File: src/rtl/core/pcs_ram.sv
`timescale 1ns / 1ps
`default_nettype none

module pcs_ram #(
  parameter int WIDTH = 8,
  parameter int DEPTH = 16
) (
  input  wire logic                     clk_i,
  input  wire logic                     we_i,
  input  wire logic [$clog2(DEPTH)-1:0] waddr_i,
  input  wire logic [WIDTH-1:0]         wdata_i,
  input  wire logic                     re_i,
  input  wire logic [$clog2(DEPTH)-1:0] raddr_i,
  output logic      [WIDTH-1:0]         rdata_o
);

  logic [WIDTH-1:0] mem_q [DEPTH];

  always_ff @(posedge clk_i) begin
    if (we_i) begin
      mem_q[waddr_i] <= wdata_i;
    end
    if (re_i) begin
      rdata_o <= mem_q[raddr_i];
    end
  end

endmodule

`default_nettype wire

File: config.mk
export PLATFORM = sky130hd
export DESIGN_NAME = pcs_ram
export DESIGN_NICKNAME = d
export VERILOG_FILES = /design/src/rtl/core/pcs_ram.sv
export SDC_FILE = /design/constraint.sdc
export NUM_CORES = 1
export LEC_CHECK = 0
export BUFFER_PORTS_ARGS = -buffer_cell sky130_fd_sc_hd__buf_2
export CORE_MARGIN = 2
export CORE_UTILIZATION = 60
export CTS_CLUSTER_DIAMETER = 50
export CTS_CLUSTER_SIZE = 16
export DETAILED_ROUTE_END_ITERATION = 10
export PLACE_DENSITY = 0.76
export REMOVE_ABC_BUFFERS = 1
export SLEW_MARGIN = 25
export SYNTH_ARGS = -nofsm -noshare
export SYNTH_HDL_FRONTEND = slang
export SYNTH_SLANG_ARGS = --single-unit
File: constraint.sdc
create_clock -name clk_i -period 2.75 [get_ports clk_i]
set_input_delay 0.4125 -clock clk_i [delete_from_list [all_inputs] [get_ports clk_i]]
set_output_delay 0.4125 -clock clk_i [all_outputs]
set_load 0.05 [all_outputs]
After elaboration in Yosys (flattened, before gate mapping)
Memories as Yosys holds them, arrays and structs flattened. A register that Yosys moved wholly into a read port is not among the register bits. Cells that the tools add are included. W data, S select, Z words.

Muxes and demuxes: 2.

Operator list (number): $mux W1 (2).

Bits in registers: 0. RAM bits: 128. Input port bits: 19. Output and inout port bits: 8. Logic and storage cells: 3. Memories kept: 1.

Memories: mem_q (words 16, width 8, read ports 1, clocked after Yosys merged registers in 1, write ports 1, line 17) `logic [WIDTH-1:0] mem_q [DEPTH];`.

Depth between registers and ports, before layout
Gate-level depths: netlist (run 1).

Depth after elaboration: 2. Gate-level depth with buffers: 5. Gate-level depth less buffers: 3.

Worst setup path after synthesis (run 1)
OpenSTA, ideal clock, no wires.

Path type: input to register. Start: input waddr_i[2]. End: memory mem_q[0][0] (enable). Setup time: 383 ps. Arrival: 1522 ps. Data required time: 2367 ps. Path slack: 845 ps. Cell stages on the path: 2. Buffers on the path: 0. Cells stage by stage: or3b_2 > nor3_1.

RTL lines: start: declaration (line 10) `input wire logic [$clog2(DEPTH)-1:0] waddr_i,`; end: declaration (line 17).

Straight into the memory's write port.

==> metrics.sh, run 1 <==
DRV.MAX_CAP_VIOLATION_COUNT=0
ROUTED_WIRE_LENGTH_UM=10300
DRT_FIRST_ITER_VIOLATIONS=405
TOTAL_LEAKAGE_POWER_nW=2.07
MAX_CLOCK_FREQ_GHz=0.620
TIMING.RR.START='mem_q[1][4]'
CRITICAL_PATH.ENDPOINT_TYPE='register'
DIE_OUTLINE_HEIGHT_UM=97.3
R2R.WORST_PATH.CELLS=3
CP_SLOWEST_STAGE_DELAY_NS=0.57
POSTCTSRESIZEDCELLS=0
SETUP_VIOL=0
POST_SYNTHESIS_AVERAGE_CELL_AREA_UM2=22.8
UNREPAIRED_SETUP_ENDPOINTS_AFTER_GLOBAL_ROUTING='no'
NETLIST-CELL-TYPE-COUNT=18
CTS_SETUP_BUFFERS=0
MIN-DELAY-START='re_i'
WORST_HOLD_PATH_TYPE='in -> reg'
OVERFLOW=0
POST_CTS_HOLD_BUFFER_COUNT=0
INITIAL_UTILIZATION=0.608
CRIT_PATH_CELL_TRACE='buf_2 -> buf_12 -> mux4_1 -> a22oi_1 -> nand2_1'
MAXIMUM_NUMBER_OF_PINS_ON_ONE_NET_BEFORE_GLOBAL_ROUTE_REPAIR=21
FINALMAXSLEWVIOLATIONS=0
DETAIL_ROUTE.DRC_VIOLATIONS=0
TOTAL_CLOCK_BUFFERS_CREATED_BY_CTS=17
DESIGN.FINAL.NETS=295
CRIT_SLOWEST_CELL='mux4_1'
DIE_AREA_UM2=9480
REQUIRED_NS=3.00
TIMING.HOLD.WS_NS=0.280
CP-START-KIND='primary input'
CTS_TREE='yes'
CTS_ROOT_BUF='clkbuf_8'
REGTOREGENDPOINT='rdata_o[4]'
CRIT_PATH_MAX_FANOUT=18
INSERTEDDIODECOUNT=0
AVERAGE_VIA_COUNT_PER_STANDARD_CELL=6.14
DR_TOTAL_VIAS=2431
PWR_DENSITY_CELL_nW_PER_UM2=794
ANTENNA_VIOLATIONS_BEFORE_REPAIR=0
NUM-FILL-CELLS=517
CLKSINKCOUNT=136
CP_DATA_ARRIVAL_TIME_NS=1.87
NUMBER_OF_SYNTHESIZED_REGISTER_BITS=136
CRITICAL_PATH.N_BUFFERS_INVERTERS=2
DRT-WIRELENGTH-PER-CELL_UM=26.0
FIN_TNS_SETUP_NS=0
WORST_CLOCK_SKEW_NS=0.00701
SLEW_AT_THE_PIN_WITH_THE_WORST_MAX_SLEW_SLACK_NS=0.892
WORST-SETUP-PATH-TYPE='in -> reg'
LAYOUT_COMMONEST_CELL='edfxtp_1'
FINAL_CELL_MIX='edfxtp_1, buf_2, mux4_2, a22oi_1, clkbuf_16'
GRTUSAGETOTAL=0.239
IO_PINS=27
GP_ROUTABILITY_CONGESTION=0.752
LAYOUT_CELL_SHARE_WITH_DRIVE_STRENGTH_BEYOND_1=0.299
STD_CELL_ROWS=34
MIN_DELAY_WORST_ENDPOINT='rdata_o[5]'
CTS-HTREE-LEVELS=4
VDD.IR_DROP.WORST_mV=0.528
CLOCK_LATENCY_NS=0.51
SYNTH.CELL_AREA_UM2=5230
TOTALPOWERFINAL_mW=4.86
FINAL-SEQ-AREA_UM2=4080
DIE_WIDTH_UM=97.3
PORT_BUFFERS=26
SYN_TO_FINAL_GROWTH_PCT=17.0
CRITICAL_PATH.TOP_DELAY_FAMILY='multiplexers'
GRT_PASS1_WL_UM=16000
GRT_PASS1_VIAS=2588
POSTROUTEANTENNANETS=0
LAYOUT_MIN_CYCLE_TIME_NS=1.61
DR.PASS1.ITERS=4
FINALCRITPERIODSHARE=0.586
MULTIINPUTGATEAREA_UM2=1060
REPORT.FINAL.HOLD_VIOL_COUNT=0
PLACEABLECOREAREA_UM2=8590
HOLDPATHSTAGES=1
PLACE_HPWL_UM=6120
TIMING.REG2REG.SETUP_SLACK_NS=1.21
REMAINING_MAX_SLEW_BUDGET_AT_THE_TIGHTEST_PIN=0.403
NETLIST_INSTANCES=229
RESULT_OF_THE_RUN='completed'
CLK_PIN_SLEW_NS=0.06
SHARE_OF_SYNTHESIZED_AREA_OCCUPIED_BY_FLIP_FLOPS_AND_LATCHES=0.781
CLOCK_TREE.BUFFER_DEPTH=2
SYNTH-WARNING-COUNT=0
## metrics by stage
| step | cell area [um2] | util | setup slack [ns] | std cells |
|---|---|---|---|---|
| 3_3_place_gp | 5520 | 0.643 | 0.611 | 365 |
| 5_1_grt | 6120 | 0.712 | 1.10 | 396 |
| 2_1_floorplan | 5140 | - | 0.845 | 219 |
| 6_report | 6120 | 0.712 | 1.14 | 396 |
| 4_1_cts | 6120 | 0.712 | 1.14 | 396 |
| 3_5_place_dp | 5520 | 0.643 | 0.640 | 365 |
## cells in the mapped netlist
library cell,n,area [um2]
edfxtp_1,136,4080
mux4_2,18,405
a22oi_1,16,120
mux4_1,14,368
nor2_1,13,48.8
nand2_1,9,33.8
nor3_1,4,20.0
buf_2,3,15.0
buf_6,3,33.8
clkdlybuf4s25_2,3,30.0
nand2b_1,2,12.5
nand3b_1,2,15.0
and2_1,1,6.26
and2b_1,1,7.51
buf_4,1,7.51
nand3_1,1,5.00
nor2b_1,1,6.26
or3b_2,1,8.76
## worst max-delay path by stage
stage | startpoint | cells after the start | endpoint
after floorplan | waddr_i[2] | 2 | mem_q[0][0]
after global placement | raddr_i[0] | 5 | rdata_o[0]
after detailed placement | raddr_i[0] | 5 | rdata_o[0]
after CTS | raddr_i[0] | 5 | rdata_o[4]
after global routing | raddr_i[0] | 5 | rdata_o[4]
final | raddr_i[0] | 5 | rdata_o[5]
## power breakdown
part	internal [mW]	leakage, nW	switching, mW
clock	1.46	0.284	0.803
sequential	2.34	1.24	0.0141
combinational	0.0894	0.545	0.156
## sequential cells by signal, indices dropped and copies added, names as in the netlist
register	flops
mem_q	128
rdata_o	8
## logic make-up (layout without fill, tap and decap cells)
family	Yosys count	in the layout	synth area share
flops	136	136	0.781
mux	32	32	0.148
simple gates	35	35	0.0314
buf+inv	10	69	0.0165
compound gates	16	16	0.0230
## cell type report
class / count / area share
clock buffer: 18 / 0.0683
clock inverter: 13 / 0.0292
timing repair buffer: 38 / 0.0401
multi-input combinational: 83 / 0.173
sequential: 136 / 0.667
tap: 108 / 0.0221
## layer usage
layer,global-route usage,wire (um),vias to the layer above
met3,0.0763,751,8
met2,0.363,5300,122
met5,0,0,-
met4,0.0652,107,0
met1,0.347,4130,1229
li1,-,-,1072
(Power assumes the default switching activity.)
==> run 2: changes to the inputs <==
--- a/config.mk
+++ b/config.mk
@@ -7,11 +7,11 @@
 export LEC_CHECK = 0
 export BUFFER_PORTS_ARGS = -buffer_cell sky130_fd_sc_hd__buf_2
 export CORE_MARGIN = 2
-export CORE_UTILIZATION = 60
+export CORE_UTILIZATION = 54
 export CTS_CLUSTER_DIAMETER = 50
 export CTS_CLUSTER_SIZE = 16
 export DETAILED_ROUTE_END_ITERATION = 10
-export PLACE_DENSITY = 0.76
+export PLACE_DENSITY = 0.72
 export REMOVE_ABC_BUFFERS = 1
 export SLEW_MARGIN = 25
 export SYNTH_ARGS = -nofsm -noshare
==> constraint.sdc (replaced) <==
create_clock -name clk_i -period 1.47 [get_ports clk_i]
set_input_delay 0.2205 -clock clk_i [delete_from_list [all_inputs] [get_ports clk_i]]
set_output_delay 0.2205 -clock clk_i [all_outputs]
set_load 0.05 [all_outputs]
==> metrics.sh, run 2 (synthesized netlist as in run 1, its figures left out) <==
REQUIRED_NS=1.74
COMBPWRFRAC=0.052
DIE_AREA_UM2=10500
OVERFLOW=0
FINAL_CELL_MIX='edfxtp_1, buf_4, buf_2, mux4_2, clkbuf_16'
IO_PINS=27
P_SW_FRAC=0.193
MAXIMUM_NUMBER_OF_PINS_ON_ONE_NET_BEFORE_GLOBAL_ROUTE_REPAIR=17
TOTAL_CLOCK_BUFFERS_CREATED_BY_CTS=17
MIN_DELAY_WORST_ENDPOINT='rdata_o[0]'
INSERTEDDIODECOUNT=0
CRIT_PATH_CELL_TRACE='mux4_2 -> a22oi_2 -> nand2_1'
TIMING.HOLD.WS_NS=0.0627
CLOCK_TREE.BUFFER_DEPTH=2
CRITICAL_PATH.ENDPOINT_TYPE='register'
CRIT_PATH_MAX_FANOUT=1
ANTENNA_VIOLATIONS_BEFORE_REPAIR=0
REGTOREGENDPOINT='rdata_o[1]'
POSTROUTEANTENNANETS=0
RESULT_OF_THE_RUN='completed'
DRT-WIRELENGTH-PER-CELL_UM=23.0
GRTUSAGETOTAL=0.213
TIMING.REG2REG.SETUP_SLACK_NS=0.04
FINAL-INSTANCE-COUNT-EXCL-FILL=435
DESIGN.FINAL.NETS=313
TIMING.RR.START='mem_q[11][1]'
PLACEABLECOREAREA_UM2=9330
REPORT.FINAL.HOLD_VIOL_COUNT=0
SETUP_VIOL=0
LAYOUT_MIN_CYCLE_TIME_NS=1.43
CLOCK_LATENCY_NS=0.52
DR.PASS1.ITERS=4
WORST_SLACK_SETUP_FINAL_NS=0.0398
TOTAL_LEAKAGE_POWER_nW=2.17
PWR-SHARE-SEQ=0.454
GRT_PASS1_VIAS=2615
LAYOUT_CELL_SHARE_WITH_DRIVE_STRENGTH_BEYOND_1=0.399
NETSWITCHINGPOWER_mW=1.87
REMAINING_MAX_SLEW_BUDGET_AT_THE_TIGHTEST_PIN=0.408
ROUTED_WIRE_LENGTH_UM=10000
DETAIL_ROUTE.DRC_VIOLATIONS=0
NUMBER_OF_FLIP_FLOPS_UNDER_THE_LARGEST_REGISTER_NAME=128
SYN_TO_FINAL_GROWTH_PCT=22.1
CRIT_SLOWEST_CELL='mux4_2'
POWER.CLOCK.FRACTION=0.495
R2R.WORST_PATH.CELLS=3
FINALMAXSLEWVIOLATIONS=0
WORST-SETUP-PATH-TYPE='reg -> reg'
DP_CELLS=404
UNREPAIRED_SETUP_ENDPOINTS_AFTER_GLOBAL_ROUTING='no'
MOST_FLOPS_REGISTER='mem_q'
WORST_CLOCK_SKEW_NS=0.00699
DIE_WIDTH_UM=102
FINALCRITPERIODSHARE=0.973
CLK_PIN_SLEW_NS=0.06
VDD.IR_DROP.WORST_mV=0.645
PWR_DENSITY_CELL_nW_PER_UM2=1520
CP_DATA_ARRIVAL_TIME_NS=1.70
CP-START-KIND='register'
STD_CELL_ROWS=35
CTS_TREE='yes'
DRT_FIRST_ITER_VIOLATIONS=162
LARGEST_REGISTERS='mem_q x128, rdata_o x8'
INITIAL_UTILIZATION=0.560
CTS-HTREE-LEVELS=4
CTS_ROOT_BUF='clkbuf_8'
PLACE_WORST_SETUP_SLACK_NS=-0.352
SLEW_AT_THE_PIN_WITH_THE_WORST_MAX_SLEW_SLACK_NS=0.885
PORT_BUFFERS=26
DIE_OUTLINE_HEIGHT_UM=102
DRV.MAX_CAP_VIOLATION_COUNT=0
AVERAGE_VIA_COUNT_PER_STANDARD_CELL=5.87
CLKSINKCOUNT=136
PLACE_HPWL_UM=6210
MAX_CLOCK_FREQ_GHz=0.699
DR_TOTAL_VIAS=2552
CP_SLOWEST_STAGE_DELAY_NS=0.50
POWER.INTERNAL_mW=7.82
CTS_SETUP_BUFFERS=0
LAYOUT.CORE_UTILIZATION=0.685
WORST_HOLD_PATH_TYPE='in -> reg'
FIN_TNS_SETUP_NS=0
GP_ROUTABILITY_CONGESTION=0.749
GRT_PASS1_WL_UM=15200
POST_CTS_HOLD_BUFFER_COUNT=0
LAYOUT_COMMONEST_CELL='edfxtp_1'
HOLDPATHSTAGES=1
MIN-DELAY-START='re_i'
==> run 2: metrics by stage <==
step	instance area, um2	total power [mW]
finish	6380	9.69
global route	6380	9.91
CTS	6370	9.73
detailed placement	5680	4.95
global placement	5680	4.94
floorplan	5140	4.71
==> run 2: cell type report <==
type / count / area (um2)
Tap cell: 129 / 161
Clock inverter: 13 / 251
Timing Repair Buffer: 56 / 380
Fill cell: 597 / 2940
Multi-Input combinational cell: 83 / 1090
Sequential cell: 136 / 4080
Clock buffer: 18 / 418
==> run 2: repair_timing <==
item,in CTS,in global routing
setup endpoints to repair,3,7
resized for setup,7,10
pin swaps,0,2
cloned,0,0
hold endpoints to repair,0,0
==> run 2: power groups by stage <==
stage | clock [mW] | sequential, mW | combinational [mW]
2_1_floorplan | 0 | 4.53 | 0.174
3_3_place_gp | 0 | 4.47 | 0.472
3_5_place_dp | 0 | 4.47 | 0.481
4_1_cts | 4.83 | 4.40 | 0.497
5_1_grt | 4.97 | 4.40 | 0.542
6_report | 4.79 | 4.40 | 0.504
==> run 2: metal layers <==
layer | vias to the layer above | global-route usage | part of all wire
li1 | 1102 | - | -
met1 | 1343 | 0.297 | 0.44
met2 | 84 | 0.334 | 0.49
met3 | 23 | 0.0458 | 0.043
met4 | 0 | 0.0892 | 0.023
met5 | - | 0 | 0
==> run 2: how the worst max path moves through the flow <==
| stage | slack (ns) | from | cells past startpoint | to |
|---|---|---|---|---|
| after floorplan | -0.24 | waddr_i[2] | 2 | mem_q[0][0] |
| after global routing | 0.003 | mem_q[1][2] | 3 | rdata_o[2] |
| after CTS | 0.001 | mem_q[1][1] | 3 | rdata_o[1] |
| final | 0.04 | mem_q[11][1] | 3 | rdata_o[1] |
| after detailed placement | -0.35 | raddr_i[0] | 5 | rdata_o[2] |
| after global placement | -0.32 | raddr_i[0] | 5 | rdata_o[2] |
==> run 2: critical path: cells and delay by family, from the launching register on <==
kind / cells / cell delay, ns
simple gates: 1 / 0.08
flops: 1 / 0.39
mux: 1 / 0.50
compound gates: 1 / 0.20
==> run 3: changes to the inputs <==
--- a/config.mk
+++ b/config.mk
@@ -6,12 +6,13 @@
 export NUM_CORES = 1
 export LEC_CHECK = 0
 export BUFFER_PORTS_ARGS = -buffer_cell sky130_fd_sc_hd__buf_2
+export CAP_MARGIN = 20
 export CORE_MARGIN = 2
-export CORE_UTILIZATION = 54
+export CORE_UTILIZATION = 60
 export CTS_CLUSTER_DIAMETER = 50
 export CTS_CLUSTER_SIZE = 16
 export DETAILED_ROUTE_END_ITERATION = 10
-export PLACE_DENSITY = 0.72
+export PLACE_DENSITY = 0.76
 export REMOVE_ABC_BUFFERS = 1
 export SLEW_MARGIN = 25
 export SYNTH_ARGS = -nofsm -noshare
==> constraint.sdc (replaced) <==
create_clock -name clk_i -period 1.5 [get_ports clk_i]
set_input_delay 0.225 -clock clk_i [delete_from_list [all_inputs] [get_ports clk_i]]
set_output_delay 0.225 -clock clk_i [all_outputs]
set_load 0.05 [all_outputs]
==> metrics.sh, run 3 (synthesized netlist as in run 1, its figures left out) <==
CLK_PIN_SLEW_NS=0.06
CP_DATA_ARRIVAL_TIME_NS=1.75
REPORT.FINAL.HOLD_VIOL_COUNT=0
DIE_WIDTH_UM=97.3
GP_ROUTABILITY_CONGESTION=0.759
PORT_BUFFERS=26
CLOCK_TREE.BUFFER_DEPTH=2
DRT_FIRST_ITER_VIOLATIONS=218
LARGEST_REGISTERS='mem_q x128, rdata_o x8'
GRT_PASS1_VIAS=2611
FINALCRITPERIODSHARE=1.00
OVERFLOW=0
CTS_ROOT_BUF='clkbuf_8'
DP_CELLS=383
VIOLATIONS='setup timing'
PLACEABLECOREAREA_UM2=8590
DR_TOTAL_VIAS=2609
IO_PINS=27
INSERTEDDIODECOUNT=0
POST_CTS_HOLD_BUFFER_COUNT=0
ROUTED_WIRE_LENGTH_UM=10300
UNREPAIRED_SETUP_ENDPOINTS_AFTER_GLOBAL_ROUTING='yes'
GRTUSAGETOTAL=0.235
WORST-SETUP-PATH-TYPE='reg -> reg'
DIE_OUTLINE_HEIGHT_UM=97.3
AVERAGE_VIA_COUNT_PER_STANDARD_CELL=6.29
CRITICAL_PATH.ENDPOINT='rdata_o[3]'
CLKSINKCOUNT=136
SYN_TO_FINAL_GROWTH_PCT=20.7
SLEW_AT_THE_PIN_WITH_THE_WORST_MAX_SLEW_SLACK_NS=0.864
WORST_HOLD_PATH_TYPE='in -> reg'
REQUIRED_NS=1.74
CTS_TREE='yes'
DESIGN.FINAL.NETS=313
CP-START-KIND='register'
TOTALPOWERFINAL_mW=8.95
DRV.MAX_CAP_VIOLATION_COUNT=0
FINALMAXSLEWVIOLATIONS=0
FINAL-INSTANCE-COUNT-EXCL-FILL=415
WORST_SLACK_SETUP_FINAL_NS=-0.00621
TOTAL_LEAKAGE_POWER_nW=2.16
FINAL-SEQ-AREA_UM2=4080
PLACE_HPWL_UM=6030
TIMING.REG2REG.SETUP_SLACK_NS=-0.006
CRITICAL_PATH.ENDPOINT_TYPE='register'
VDD.IR_DROP.WORST_mV=0.964
CTS-HTREE-LEVELS=4
MAXIMUM_NUMBER_OF_PINS_ON_ONE_NET_BEFORE_GLOBAL_ROUTE_REPAIR=19
MAX_CLOCK_FREQ_GHz=0.664
TOTAL_CLOCK_BUFFERS_CREATED_BY_CTS=17
GRT_PASS1_WL_UM=15800
CRIT_PATH_MAX_FANOUT=1
LAYOUT_MIN_CYCLE_TIME_NS=1.51
R2R.WORST_PATH.CELLS=3
INITIAL_UTILIZATION=0.608
MOST_FLOPS_REGISTER='mem_q'
REGTOREGENDPOINT='rdata_o[3]'
PWR_DENSITY_CELL_nW_PER_UM2=1420
MULTIINPUTGATEAREA_UM2=1090
SETUP_VIOL=1
STD_CELL_ROWS=34
LAYOUT_COMMONEST_CELL='edfxtp_1'
DIE_AREA_UM2=9480
RESULT_OF_THE_RUN='complete, but fails checks'
FINAL_CELL_MIX='edfxtp_1, buf_2, buf_4, mux4_2, clkbuf_16'
DETAIL_ROUTE.DRC_VIOLATIONS=0
CLOCK_LATENCY_NS=0.51
DR.PASS1.ITERS=5
NUMBER_OF_FLIP_FLOPS_UNDER_THE_LARGEST_REGISTER_NAME=128
NUM-FILL-CELLS=480
POSTROUTEANTENNANETS=0
LAYOUT_CELL_SHARE_WITH_DRIVE_STRENGTH_BEYOND_1=0.371
DRT-WIRELENGTH-PER-CELL_UM=24.8
TIMING.RR.START='mem_q[9][3]'
WORST_CLOCK_SKEW_NS=0.00745
PLACE_WORST_SETUP_SLACK_NS=-0.352
ANTENNA_VIOLATIONS_BEFORE_REPAIR=0
REMAINING_MAX_SLEW_BUDGET_AT_THE_TIGHTEST_PIN=0.423
CRITPATHLAUNCH='mem_q[9][3]'
[run 3: cell count changes in the layout (fill, tap and decap cells not counted)]
cell | before | now
clkinvlp_4 | 3 | 4
buf_12 | 2 | 4
mux4_1 | 8 | 13
a22oi_2 | 11 | 8
a22oi_1 | 5 | 8
clkinv_2 | 2 | 1
buf_4 | 28 | 26
clkinv_1 | 0 | 1
inv_6 | 0 | 3
mux4_2 | 24 | 19
bufinv_16 | 7 | 3
clkinv_4 | 1 | 2
[run 3: through the flow]
step	TNS, ns	util	hold WS, ns	area [um2]
floorplan	-1.74	-	0.324	5140
global placement	-2.22	0.661	0.608	5680
detailed placement	-2.54	0.661	0.610	5680
CTS	0	0.732	0.0775	6290
global route	-0.00722	0.734	0.0677	6310
finish	-0.00621	0.734	0.0875	6310
[run 3: area by class of cell]
cell class / instances / share of cell area
clock buffers: 18 / 0.0662
repair buffers: 56 / 0.0643
flip-flops and latches: 136 / 0.647
clock inverters: 14 / 0.0274
multi-input cells: 83 / 0.173
well taps: 108 / 0.0214
[run 3: routing by layer]
metal / global-route usage / share of wire / vias to the layer above
met5: 0 / 0 / -
met4: 0.0748 / 0.021 / 0
met3: 0.0547 / 0.066 / 19
met2: 0.364 / 0.49 / 137
met1: 0.343 / 0.42 / 1346
li1: - / - / 1107
[run 3: critical path, cell delays in order (launching register included)]
cell	delay [ns]
edfxtp_1	0.35
mux4_1	0.55
a22oi_2	0.25
nand2_1	0.10
[run 3: repair_timing]
action / 4_1_cts / 5_1_grt
endpoints found under the setup margin: 3 / 5
pin swaps: 0 / 1
resized for setup: 3 / 6
setup buffers: 0 / 0
[run 3: worst min path at each step]
stage / from / cells past startpoint / to / slack, ns
after detailed placement: re_i / 1 / rdata_o[1] / 0.61
final: re_i / 1 / rdata_o[2] / 0.09
after global routing: re_i / 1 / rdata_o[1] / 0.07
after global placement: re_i / 1 / rdata_o[1] / 0.61
after CTS: re_i / 1 / rdata_o[1] / 0.08
after floorplan: wdata_i[0] / 0 / mem_q[0][0] / 0.32
[run 3: report_power, final]
group	internal (mW)	total [mW]	switching [mW]
combinational	0.200	0.500	0.300
sequential	4.28	4.31	0.0253
clock	2.54	4.14	1.60
total	7.02	8.95	1.92
